## src/sapl_pkg.sv

```systemverilog
// Shared widths, register indexes and arithmetic constants for the servo
// angle-to-pulse block. No dependencies.
`timescale 1ns / 1ps

package sapl_pkg;

    localparam int CH_W       = 3;
    localparam int ANGLE_W    = 16;
    localparam int COUNT_W    = 20;
    localparam int CPU_W      = 8;
    localparam int GAIN_W     = 9;
    localparam int CFG_IDX_W  = 2;
    localparam int CFG_DATA_W = 9;

    // Pulse width in Q.8 microseconds: 20 bits holds 128000..640000.
    localparam int WIDTH_W    = 20;

    // Register indexes on the configuration port.
    localparam logic [CFG_IDX_W-1:0] CFG_CLOCKS_PER_US = 2'd0;
    localparam logic [CFG_IDX_W-1:0] CFG_FEEDBACK_GAIN = 2'd1;

    localparam logic [CPU_W-1:0]  CPU_RESET  = 8'd50;
    localparam logic [GAIN_W-1:0] GAIN_RESET = 9'd90;
    localparam logic [GAIN_W-1:0] GAIN_MAX   = 9'd256;

    // +/-90 degrees in Q8.8.
    localparam logic signed [ANGLE_W-1:0] ANGLE_LIMIT = 16'sd23040;
    // 500 us in Q.8.
    localparam logic [WIDTH_W-1:0] BASE_WIDTH = 20'd128000;

    // mapped*100/9 = 11*mapped + mapped/9; mapped/9 by reciprocal, exact for
    // mapped up to 46080.
    localparam logic [WIDTH_W-1:0] WIDTH_MUL    = 20'd11;
    localparam logic [15:0]        RECIP9       = 16'd58255;
    localparam int                 RECIP9_SHIFT = 19;

endpackage

```

## src/sapl_if.sv

```systemverilog
// Handshake interfaces for the command, result and configuration channels.
// Depends on sapl_pkg.
`timescale 1ns / 1ps

interface sapl_cmd_if import sapl_pkg::*; ();
    logic                      valid;
    logic                      ready;
    logic [CH_W-1:0]           channel_index;
    logic signed [ANGLE_W-1:0] command_angle;

    modport source (output valid, channel_index, command_angle, input ready);
    modport sink   (input valid, channel_index, command_angle, output ready);
endinterface

interface sapl_res_if import sapl_pkg::*; ();
    logic                      valid;
    logic                      ready;
    logic [CH_W-1:0]           channel_out;
    logic [COUNT_W-1:0]        high_counts;
    logic signed [ANGLE_W-1:0] feedback_angle;

    modport source (output valid, channel_out, high_counts, feedback_angle, input ready);
    modport sink   (input valid, channel_out, high_counts, feedback_angle, output ready);
endinterface

interface sapl_cfg_if import sapl_pkg::*; ();
    logic                  valid;
    logic                  ready;
    logic [CFG_IDX_W-1:0]  index;
    logic [CFG_DATA_W-1:0] data;

    modport source (output valid, index, data, input ready);
    modport sink   (input valid, index, data, output ready);
endinterface

```

## src/sapl_ram.sv

```systemverilog
// Generic single-write, single-read RAM with a registered read port.
// No dependencies.
`timescale 1ns / 1ps

module sapl_ram #(
    parameter int WIDTH = 16,
    parameter int DEPTH = 8,
    localparam int AW   = (DEPTH > 1) ? $clog2(DEPTH) : 1
) (
    input  logic             clk,
    input  logic             we,
    input  logic [AW-1:0]    waddr,
    input  logic [WIDTH-1:0] wdata,
    input  logic             re,
    input  logic [AW-1:0]    raddr,
    output logic [WIDTH-1:0] rdata
);

    logic [WIDTH-1:0] mem [DEPTH];
    logic [WIDTH-1:0] rdata_reg;

    always_ff @(posedge clk)
    begin
        if (we)
        begin
            mem[waddr] <= wdata;
        end
        if (re)
        begin
            rdata_reg <= mem[raddr];
        end
    end

    assign rdata = rdata_reg;

endmodule

```

## src/servo_angle_to_pulse_with_lag.sv

```systemverilog
// Servo angle-to-pulse mapper with per-channel simulated feedback lag.
// A command is registered, then runs through READ, CALC and MUL into the output
// register; a new command is taken only back in IDLE, and a held result stalls MUL.
// Out-of-range channels are dropped in the transfer cycle with no result.
// Reset (rst_n low, async): registers to 50 / 90, feedback reads as zero through
// per-entry valid bits; no clearing pass. Depends on sapl_pkg, sapl_if, sapl_ram.
`timescale 1ns / 1ps

module servo_angle_to_pulse_with_lag import sapl_pkg::*; #(
    parameter int CHANNELS = 6
) (
    input logic       clk,
    input logic       rst_n,
    sapl_cmd_if.sink  cmd,
    sapl_res_if.source res,
    sapl_cfg_if.sink  cfg
);

    localparam int AW = (CHANNELS > 1) ? $clog2(CHANNELS) : 1;
    localparam logic [CH_W:0] CH_LIMIT = (CH_W + 1)'(CHANNELS);

    // Sequencer: IDLE takes a command and issues the RAM read, READ does
    // clamp/map and the feedback error product, CALC finishes the width and
    // writes back feedback, MUL scales by clock rate into the output register.
    typedef enum logic [1:0] {
        S_IDLE,
        S_READ,
        S_CALC,
        S_MUL
    } state_t;

    state_t state_reg;

    // Configuration registers.
    logic [CPU_W-1:0]  cpu_reg;
    logic [GAIN_W-1:0] gain_reg;

    // Item being worked on.
    logic [CH_W-1:0]           ch_reg;
    logic signed [ANGLE_W-1:0] angle_reg;
    logic [15:0]               mapped_reg;
    logic [31:0]               q9_prod_reg;
    logic signed [ANGLE_W-1:0] fb_reg;
    logic signed [26:0]        fb_prod_reg;
    logic [WIDTH_W-1:0]        width_reg;

    // Result holding register.
    logic                      out_valid_reg;
    logic [CH_W-1:0]           out_ch_reg;
    logic [COUNT_W-1:0]        out_counts_reg;
    logic signed [ANGLE_W-1:0] out_fb_reg;

    // Feedback entries that have been written since reset.
    logic [CHANNELS-1:0] fb_valid_reg;

    // RAM connections.
    logic               ram_we;
    logic [AW-1:0]      ram_waddr;
    logic [ANGLE_W-1:0] ram_wdata;
    logic               ram_re;
    logic [AW-1:0]      ram_raddr;
    logic [ANGLE_W-1:0] ram_rdata;

    logic cmd_xfer;
    logic cmd_in_range;
    logic out_free;

    // READ-stage logic.
    logic signed [ANGLE_W-1:0] angle_clamped;
    logic signed [ANGLE_W:0]   mapped_full;
    logic [15:0]               mapped;
    logic signed [ANGLE_W-1:0] fb_cur;
    logic signed [ANGLE_W:0]   fb_diff;
    logic [GAIN_W-1:0]         gain_sat;

    // CALC-stage logic.
    logic [WIDTH_W-1:0]        width_next;
    logic signed [26:0]        fb_step;
    logic signed [26:0]        fb_sum;
    logic signed [ANGLE_W-1:0] fb_next;

    // MUL-stage logic.
    logic [CPU_W+WIDTH_W-1:0]  counts_full;

    assign cmd.ready    = (state_reg == S_IDLE);
    assign cmd_xfer     = cmd.valid && cmd.ready;
    assign cmd_in_range = ({1'b0, cmd.channel_index} < CH_LIMIT);
    assign out_free     = !out_valid_reg || res.ready;

    assign cfg.ready = 1'b1;

    assign res.valid          = out_valid_reg;
    assign res.channel_out    = out_ch_reg;
    assign res.high_counts    = out_counts_reg;
    assign res.feedback_angle = out_fb_reg;

    // Read the feedback entry straight from the transfer so it lands in READ.
    assign ram_re    = cmd_xfer && cmd_in_range;
    assign ram_raddr = cmd.channel_index[AW-1:0];
    assign ram_we    = (state_reg == S_CALC);
    assign ram_waddr = ch_reg[AW-1:0];
    assign ram_wdata = fb_next;

    sapl_ram #(
        .WIDTH (ANGLE_W),
        .DEPTH (CHANNELS)
    ) u_fb_ram (
        .clk   (clk),
        .we    (ram_we),
        .waddr (ram_waddr),
        .wdata (ram_wdata),
        .re    (ram_re),
        .raddr (ram_raddr),
        .rdata (ram_rdata)
    );

    always_comb
    begin
        // Clamp to +/-90 degrees, then invert into 0..180.
        if (angle_reg > ANGLE_LIMIT)
        begin
            angle_clamped = ANGLE_LIMIT;
        end
        else if (angle_reg < -ANGLE_LIMIT)
        begin
            angle_clamped = -ANGLE_LIMIT;
        end
        else
        begin
            angle_clamped = angle_reg;
        end
        mapped_full = {ANGLE_LIMIT[ANGLE_W-1], ANGLE_LIMIT}
                    - {angle_clamped[ANGLE_W-1], angle_clamped};
        mapped = mapped_full[15:0];

        // Never-written entries read as zero.
        fb_cur   = fb_valid_reg[ch_reg[AW-1:0]] ? $signed(ram_rdata) : '0;
        fb_diff  = {angle_reg[ANGLE_W-1], angle_reg} - {fb_cur[ANGLE_W-1], fb_cur};
        gain_sat = (gain_reg > GAIN_MAX) ? GAIN_MAX : gain_reg;

        width_next = BASE_WIDTH + WIDTH_MUL * WIDTH_W'(mapped_reg)
                   + WIDTH_W'(q9_prod_reg[31:RECIP9_SHIFT]);

        // Arithmetic shift gives the floor of gain*diff/256.
        fb_step = fb_prod_reg >>> 8;
        fb_sum  = 27'(fb_reg) + fb_step;
        fb_next = fb_sum[ANGLE_W-1:0];

        counts_full = (CPU_W + WIDTH_W)'(cpu_reg) * (CPU_W + WIDTH_W)'(width_reg);
    end

    always_ff @(posedge clk or negedge rst_n)
    begin
        if (!rst_n)
        begin
            cpu_reg  <= CPU_RESET;
            gain_reg <= GAIN_RESET;
        end
        else if (cfg.valid && cfg.ready)
        begin
            unique case (cfg.index)
                CFG_CLOCKS_PER_US: cpu_reg  <= cfg.data[CPU_W-1:0];
                CFG_FEEDBACK_GAIN: gain_reg <= cfg.data[GAIN_W-1:0];
                default:           ;
            endcase
        end
    end

    // Datapath registers carry no reset.
    always_ff @(posedge clk)
    begin
        if (cmd_xfer)
        begin
            ch_reg    <= cmd.channel_index;
            angle_reg <= cmd.command_angle;
        end
        if (state_reg == S_READ)
        begin
            mapped_reg  <= mapped;
            q9_prod_reg <= 32'(mapped) * 32'(RECIP9);
            fb_reg      <= fb_cur;
            fb_prod_reg <= $signed({1'b0, gain_sat}) * fb_diff;
        end
        // Keep the updated feedback here; the output register may still hold
        // the previous result.
        if (state_reg == S_CALC)
        begin
            width_reg <= width_next;
            fb_reg    <= fb_next;
        end
        if (state_reg == S_MUL && out_free)
        begin
            out_ch_reg     <= ch_reg;
            out_counts_reg <= counts_full[CPU_W+WIDTH_W-1:8];
            out_fb_reg     <= fb_reg;
        end
    end

    always_ff @(posedge clk or negedge rst_n)
    begin
        if (!rst_n)
        begin
            state_reg     <= S_IDLE;
            out_valid_reg <= 1'b0;
            fb_valid_reg  <= '0;
        end
        else
        begin
            // Load a new result, or drop the old one once it is taken.
            if (state_reg == S_MUL && out_free)
            begin
                out_valid_reg <= 1'b1;
            end
            else if (res.valid && res.ready)
            begin
                out_valid_reg <= 1'b0;
            end
            unique case (state_reg)
                S_IDLE:
                begin
                    // Drop out-of-range channels here.
                    if (cmd_xfer && cmd_in_range)
                    begin
                        state_reg <= S_READ;
                    end
                end
                S_READ:
                begin
                    state_reg <= S_CALC;
                end
                S_CALC:
                begin
                    fb_valid_reg[ch_reg[AW-1:0]] <= 1'b1;
                    state_reg <= S_MUL;
                end
                S_MUL:
                begin
                    // Hold until the previous result has been taken.
                    if (out_free)
                    begin
                        state_reg <= S_IDLE;
                    end
                end
                default:
                begin
                    state_reg <= S_IDLE;
                end
            endcase
        end
    end

endmodule

```

## src/flat_wrapper.sv

```systemverilog
// flat-port wrapper written by rule: the top's interface ports become plain ports
module servo_angle_to_pulse_with_lag_flat import sapl_pkg::*;
#(
    parameter int CHANNELS = 6
)
  (clk, rst_n, cmd_valid, cmd_channel_index, cmd_command_angle, cmd_ready, res_valid, res_channel_out, res_high_counts, res_feedback_angle, res_ready, cfg_valid, cfg_index, cfg_data, cfg_ready);
  sapl_cmd_if cmd_i ();
  sapl_res_if res_i ();
  sapl_cfg_if cfg_i ();
  input logic clk;
  input logic rst_n;
  input wire logic [$bits(cmd_i.valid)-1:0] cmd_valid;
  input wire logic [$bits(cmd_i.channel_index)-1:0] cmd_channel_index;
  input wire logic [$bits(cmd_i.command_angle)-1:0] cmd_command_angle;
  output wire logic [$bits(cmd_i.ready)-1:0] cmd_ready;
  output wire logic [$bits(res_i.valid)-1:0] res_valid;
  output wire logic [$bits(res_i.channel_out)-1:0] res_channel_out;
  output wire logic [$bits(res_i.high_counts)-1:0] res_high_counts;
  output wire logic [$bits(res_i.feedback_angle)-1:0] res_feedback_angle;
  input wire logic [$bits(res_i.ready)-1:0] res_ready;
  input wire logic [$bits(cfg_i.valid)-1:0] cfg_valid;
  input wire logic [$bits(cfg_i.index)-1:0] cfg_index;
  input wire logic [$bits(cfg_i.data)-1:0] cfg_data;
  output wire logic [$bits(cfg_i.ready)-1:0] cfg_ready;
  assign cmd_i.valid = cmd_valid;
  assign cmd_i.channel_index = cmd_channel_index;
  assign cmd_i.command_angle = cmd_command_angle;
  assign cmd_ready = cmd_i.ready;
  assign res_valid = res_i.valid;
  assign res_channel_out = res_i.channel_out;
  assign res_high_counts = res_i.high_counts;
  assign res_feedback_angle = res_i.feedback_angle;
  assign res_i.ready = res_ready;
  assign cfg_i.valid = cfg_valid;
  assign cfg_i.index = cfg_index;
  assign cfg_i.data = cfg_data;
  assign cfg_ready = cfg_i.ready;
  servo_angle_to_pulse_with_lag #(.CHANNELS(CHANNELS)) u_core (.clk(clk), .rst_n(rst_n), .cmd(cmd_i), .res(res_i), .cfg(cfg_i));
endmodule
```

## config.mk

```make
export PLATFORM = sky130hd
export DESIGN_NAME = servo_angle_to_pulse_with_lag_flat
export DESIGN_NICKNAME = d
export VERILOG_FILES = /design/src/sapl_pkg.sv /design/src/sapl_if.sv /design/src/sapl_ram.sv /design/src/servo_angle_to_pulse_with_lag.sv /design/src/flat_wrapper.sv
export SDC_FILE = /design/constraint.sdc
export NUM_CORES = 1
export LEC_CHECK = 0
export BUFFER_PORTS_ARGS = -buffer_cell sky130_fd_sc_hd__buf_2
export CAP_MARGIN = 20
export CELL_PAD_IN_SITES_DETAIL_PLACEMENT = 1
export CELL_PAD_IN_SITES_GLOBAL_PLACEMENT = 1
export CORE_ASPECT_RATIO = 0.5
export CORE_MARGIN = 10
export CORE_UTILIZATION = 56
export DETAILED_ROUTE_END_ITERATION = 10
export GPL_TIMING_DRIVEN = 0
export PLACE_DENSITY = 0.94
export SYNTH_ARGS = -nofsm -noshare
export SYNTH_HDL_FRONTEND = slang
export SYNTH_SLANG_ARGS = --single-unit
```

## constraint.sdc

```tcl
create_clock -name clk -period 20.7 [get_ports clk]
set_input_delay 4.14 -clock clk [delete_from_list [all_inputs] [get_ports clk]]
set_output_delay 4.14 -clock clk [all_outputs]
set_load 0.05 [all_outputs]
```

==> results of run 1 <==
-- cell usage after synthesis, drive strengths merged (6+ instances only) --
cell	number	area (um2)
nor2b	22	137.6
nor3	33	176.4
a21oi	81	409.1
fa	321	6426
ha	295	3691
nand2b	19	118.9
and3	9	56.30
buf	12	51.30
mux2i	20	200.2
o21bai	6	45.04
nand3	22	110.1
a211oi	13	110.1
xnor2	80	700.7
o31ai	8	60.06
dfrtp	19	475.5
o21ai	71	359.1
clkbuf	37	138.9
nor2	188	708.2
mux2	18	202.7
o21a	14	105.1
nand2	225	844.6
or2	15	93.84
mux4	16	360.4
xor2	32	280.3
or3	11	68.82
edfxtp	251	7537
o211ai	11	87.58
inv	472	1772
nor3b	6	45.04
nand4	6	37.54
and2	78	488.0
dfstp	7	183.9
a21o	24	180.2
-- final cells by class --
| cell class | instances | area, um2 |
|---|---|---|
| clock inverters | 17 | 152.6 |
| repair buffers | 92 | 599.3 |
| flip-flops and latches | 277 | 8197 |
| fillers | 5011 | 17950 |
| plain buffers | 49 | 190.2 |
| multi-input cells | 1708 | 16680 |
| inverters | 472 | 1772 |
| clock buffers | 33 | 721.9 |
| diodes | 10 | 25.02 |
| well taps | 638 | 798.3 |
-- per-layer routing --
metal / GRT usage / share of wire / up-vias
met5: 0 / 0.0060 / -
met4: 0.2970 / 0.12 / 24
met3: 0.1350 / 0.17 / 1203
met2: 0.5797 / 0.41 / 2627
met1: 0.3844 / 0.30 / 11240
li1: - / - / 8435
-- cells in the final DEF, fill, tap and decap left out, types with 11 or more instances in the layout --
master     synthesis  routed
a211oi_1          12      12
a21o_1            24      24
a21oi_1           80      80
and2_1            78      77
buf_2              2      78
clkbuf_1          37      40
clkbuf_16          0      27
dfrtp_1           19      19
edfxtp_1         251     251
fa_1             321     321
ha_1             295     294
inv_1            472     472
mux2_2            18      18
mux2i_1           20      20
mux4_2            16      16
nand2_1          225     225
nand2b_1          19      19
nand3_1           22      22
nor2_1           187     184
nor2b_1           22      22
nor3_1            32      30
o21a_1            14      14
o21ai_0           67      66
or2_2             15      15
or3_1             11      11
xnor2_1           80      80
xor2_1            32      32
-- metrics by stage --
step	hold slack [ns]	util	setup slack [ns]
5_1_grt	0.5040	0.6184	6.804
6_report	0.5232	0.6189	6.784
2_1_floorplan	0.4307	-	12.33
3_5_place_dp	0.4583	0.5977	9.823
4_1_cts	0.4981	0.6163	9.248
3_3_place_gp	0.4532	0.5944	10.74
-- worst max-delay path: cells and delay by family, from the launching register on --
family                     cells  cell delay (ns)
and+or+nand+nor                5             1.47
buffers and inverters          3             0.77
DFF                            1             0.58
muxes                          1             0.24
AOI/OAI and AO/OA             12             4.32
xor gates and xnor gates       2             2.06
adders and majority gates      7             4.12
-- worst max path at each step --
stage                startpoint                      to  cells past startpoint
3_5_place_dp   u_core.ch_reg[2]  u_core.fb_prod_reg[23]                     31
3_3_place_gp   u_core.ch_reg[2]  u_core.fb_prod_reg[23]                     30
5_1_grt        u_core.ch_reg[2]  u_core.fb_prod_reg[23]                     30
4_1_cts        u_core.ch_reg[2]  u_core.fb_prod_reg[23]                     32
2_1_floorplan  u_core.ch_reg[2]  u_core.fb_prod_reg[23]                     31
6_report       u_core.ch_reg[2]  u_core.fb_prod_reg[23]                     30
-- logic make-up (layout without fill, tap and decap cells) --
group                      Yosys count  count (layout)
AOI/OAI and AO/OA                  276             276
xor gates and xnor gates           113             113
adders and majority gates          616             616
buffers and inverters              521             663
DFF                                277             277
muxes                               54              54
other                                1              11
and+or+nand+nor                    648             648
==> results.cfg, run 1 <==
[logic_synthesis]
async_reset_ff_frac = 0.09386
ys_warn_count = 0
ys_types = 77
synth_xor_area_frac = 0.03742
syn_nets = 3157
synth_ff_type = edfxtp_1
syn_area_um2 = 26810
synth_seq_area_share = 0.3057
syn_avg_cell_area_um2 = 10.70
synth-compound-area-share = 0.06607
synthMuxAreaShare = 0.02846
synth_cells = 2506
synth_top_family_by_area = adder cells
synth_seq_cells = 277
synth-edff-count = 251
synthSimpleGateAreaFrac = 0.1118
post_synth_fa_ha_maj_area_fraction = 0.3773

[clock_tree]
clock_sinks = 277
cts_buffers = 27
clkTransAtPathRegs_ns = 0.07
h-tree-depth = 1
ctsRootBufferMaster = clkbuf_16
ctsLongestPathBuffers = 3
ctsResizeCount = 0
hold_buffers = 0
clk_latency_ns = 0.62
cts_tree = done
postCtsSetupRepairBufs = 0

[finish]
stdcell_area_um2 = 29140
drive_gt1_frac = 0.08082
nNetsFinal = 3278
final_cells = 3296
syn2layout_area_growth_pct = 8.670
largest_reg_flops = 96

[sta]
hold_viol_final = 0
slew_headroom = -0.4401
clock.fmax_mhz = 71.86
rsz0062_at_grt = no
worstMarginPinSlew_ns = 2.153
clock_skew_ns = 0.02916
final_max_slew_viol_count = 11
fin_crit_ns = 13.92
period_share = 0.6723
setup_viol = 0
finalSetupTns_ns = 0

[routing]
firstDrtPassIters = 11
vias = 23530
drt-total-wl_mm = 124.9
final_antenna_net_count = 0
via_per_inst = 7.138
drt-wirelength-per-cell_um = 37.89
drtIter0Drc = 3838
drc = 1

[worst_setup_path]
r2r_end = u_core.fb_prod_reg[23]
regToRegStartpoint = u_core.ch_reg[2]
start_kind = flip-flop
path_class = flip-flop to flip-flop
reg2reg_depth = 30
path_max_fanout = 10
regToRegSetupSlack_ns = 6.78
endpoint_kind = flip-flop
required_ns = 20.99
slowest_delay_ns = 1.64
cpMostUsedCell = fa_1
worstPathArrival_ns = 14.20
slowest_stage = xor2_1

[global_routing]
grt_pass1_vias = 25000
grt_max_degree = 41
gr-total-overflow = 0
grtUsageTotal = 0.3634
antenna_found_initial = 18
grt_pass1_wl_mm = 157.8

[floorplan]
boundaryPins = 77
start_util = 0.5695
chipHeight_um = 174.7
row_count = 56
die_area_um2 = 57570
die_x_um = 329.5
fp.coreArea_um2 = 47090

[min_path]
hold_path_end = u_core.res.feedback_angle[10]
hold_path_class = flip-flop to flip-flop
min-delay-start = u_core.fb_reg[10]
worstHoldPathCells = 0

[place]
dpl_cell_area_um2 = 28140
place_congestion = 0.8802
place_inst = 3228
place.port_buffers = 75
hpwlAfterDp_mm = 70.80

[job]
cap_viol_max_count = 3

[outcome]
violations = DRC, capacitance limit, slew limit
status = finished with violations
Power of run 1 is not shown: default switching activity piles up to over one toggle a cycle in this logic, so the estimate is an artifact.
==> inputs of run 2 (changes only) <==
--- a/config.mk
+++ b/config.mk
@@ -11,10 +11,10 @@
 export CELL_PAD_IN_SITES_GLOBAL_PLACEMENT = 1
 export CORE_ASPECT_RATIO = 0.5
 export CORE_MARGIN = 10
-export CORE_UTILIZATION = 56
+export CORE_UTILIZATION = 52
 export DETAILED_ROUTE_END_ITERATION = 10
 export GPL_TIMING_DRIVEN = 0
-export PLACE_DENSITY = 0.94
+export PLACE_DENSITY = 0.88
 export SYNTH_ARGS = -nofsm -noshare
 export SYNTH_HDL_FRONTEND = slang
 export SYNTH_SLANG_ARGS = --single-unit
==> constraint.sdc (replaced) <==
create_clock -name clk -period 13.3 [get_ports clk]
set_input_delay 2.66 -clock clk [delete_from_list [all_inputs] [get_ports clk]]
set_output_delay 2.66 -clock clk [all_outputs]
set_load 0.05 [all_outputs]
==> results.cfg, run 2 (synthesis results as in run 1) <==
[routing]
drt-total-wl_mm = 98.00
drt-wirelength-per-cell_um = 29.34
final_antenna_net_count = 0
via_per_inst = 6.338
firstDrtPassIters = 6
drc = 0
drtIter0Drc = 2506
vias = 21170

[worst_setup_path]
path_class = flip-flop to flip-flop
endpoint_kind = flip-flop
worstPathArrival_ns = 12.91
slowest_stage = fa_1
worst-path-buf-inv = 4
path_max_fanout = 10
critPathTopFamily = compound AO/OA/AOI/OAI gates
required_ns = 13.61
start_kind = flip-flop
slowest_delay_ns = 0.76
cpMostUsedCell = fa_1

[global_routing]
grt_pass1_vias = 23200
antenna_found_initial = 9
gr-total-overflow = 0
grt_max_degree = 42
grtUsageTotal = 0.2873
grt_pass1_wl_mm = 137.4

[floorplan]
die_x_um = 341.1
die_area_um2 = 61600
chipHeight_um = 180.6
fp.coreArea_um2 = 50580
start_util = 0.5301
row_count = 58
boundaryPins = 77

[sta]
setup_ws_ns = 0.6948
clock.fmax_mhz = 79.33
period_share = 0.9478
rsz0062_at_grt = no
worstMarginPinSlew_ns = 1.272
fin_crit_ns = 12.61
setup_viol = 0
final_max_slew_viol_count = 0
finalSetupTns_ns = 0
clock_skew_ns = 0.02530
hold_viol_final = 0
slew_headroom = 0.1458

[clock_tree]
clock_sinks = 277
postCtsSetupRepairBufs = 0
clk_latency_ns = 0.61
ctsResizeCount = 0
cts_buffers = 28
ctsLongestPathBuffers = 3
clkTransAtPathRegs_ns = 0.08
ctsRootBufferMaster = clkbuf_16
cts_tree = done
h-tree-depth = 1
hold_buffers = 0

[finish]
final_common_cell = inv_1
most-common-layout-cells = inv_1 (472), fa_1 (321), ha_1 (294), edfxtp_1 (251), nand2_1 (225)
drive_gt1_frac = 0.07980
largest_reg_flops = 96
final_cells = 3340
syn2layout_area_growth_pct = 9.225
nNetsFinal = 3274

[outcome]
status = complete, no violations

[place]
place_inst = 3279
hpwlAfterDp_mm = 65.37
place.port_buffers = 75
place_congestion = 0.8844
dp_slack_ns = 2.669

[job]
cap_viol_max_count = 0

[min_path]
hold_path_class = flip-flop to flip-flop
run 2: through the flow:
step                      hold slack [ns]  area, um2  utilization
after floorplan                    0.4307      26810            -
final                              0.4849      29290       0.5790
after global placement             0.4540      28050       0.5546
after detailed placement           0.4558      28180       0.5572
after CTS                          0.4721      29220       0.5778
after global routing               0.4981      29270       0.5787
run 2: worst paths after layout:
kind	from	endpoint	slack, ns	depth (start not counted)
min in group asynchronous	rst_n	u_core.state_reg[0]	2.13	1
hold reg to reg	u_core.fb_reg[13]	u_core.res.feedback_angle[13]	0.48	0
setup / recovery	u_core.ch_reg[1]	u_core.fb_prod_reg[23]	0.69	30
max in group asynchronous	rst_n	u_core.gain_reg[7]	10.66	1
hold / removal	u_core.fb_reg[13]	u_core.res.feedback_angle[13]	0.48	0
setup reg to reg	u_core.ch_reg[1]	u_core.fb_prod_reg[23]	0.69	30
run 2: area by class of cell:
cell class,instances,area [um2]
Tap cell,690,863.3
Buffer,49,190.2
Clock inverter,21,334.1
Fill cell,5400,21290
Inverter,472,1772
Clock buffer,30,708.2
Antenna cell,6,15.01
Multi-Input combinational cell,1708,16680
Timing Repair Buffer,87,531.8
Sequential cell,277,8197
run 2: layer usage:
layer | GRT usage | vias up | routed length, um
li1 | - | 8413 | -
met1 | 0.3226 | 10530 | 32990
met2 | 0.4936 | 1597 | 45640
met3 | 0.07570 | 620 | 11160
met4 | 0.1609 | 6 | 8186
met5 | 0 | - | 33
Power of run 2 is left out for the same reason.
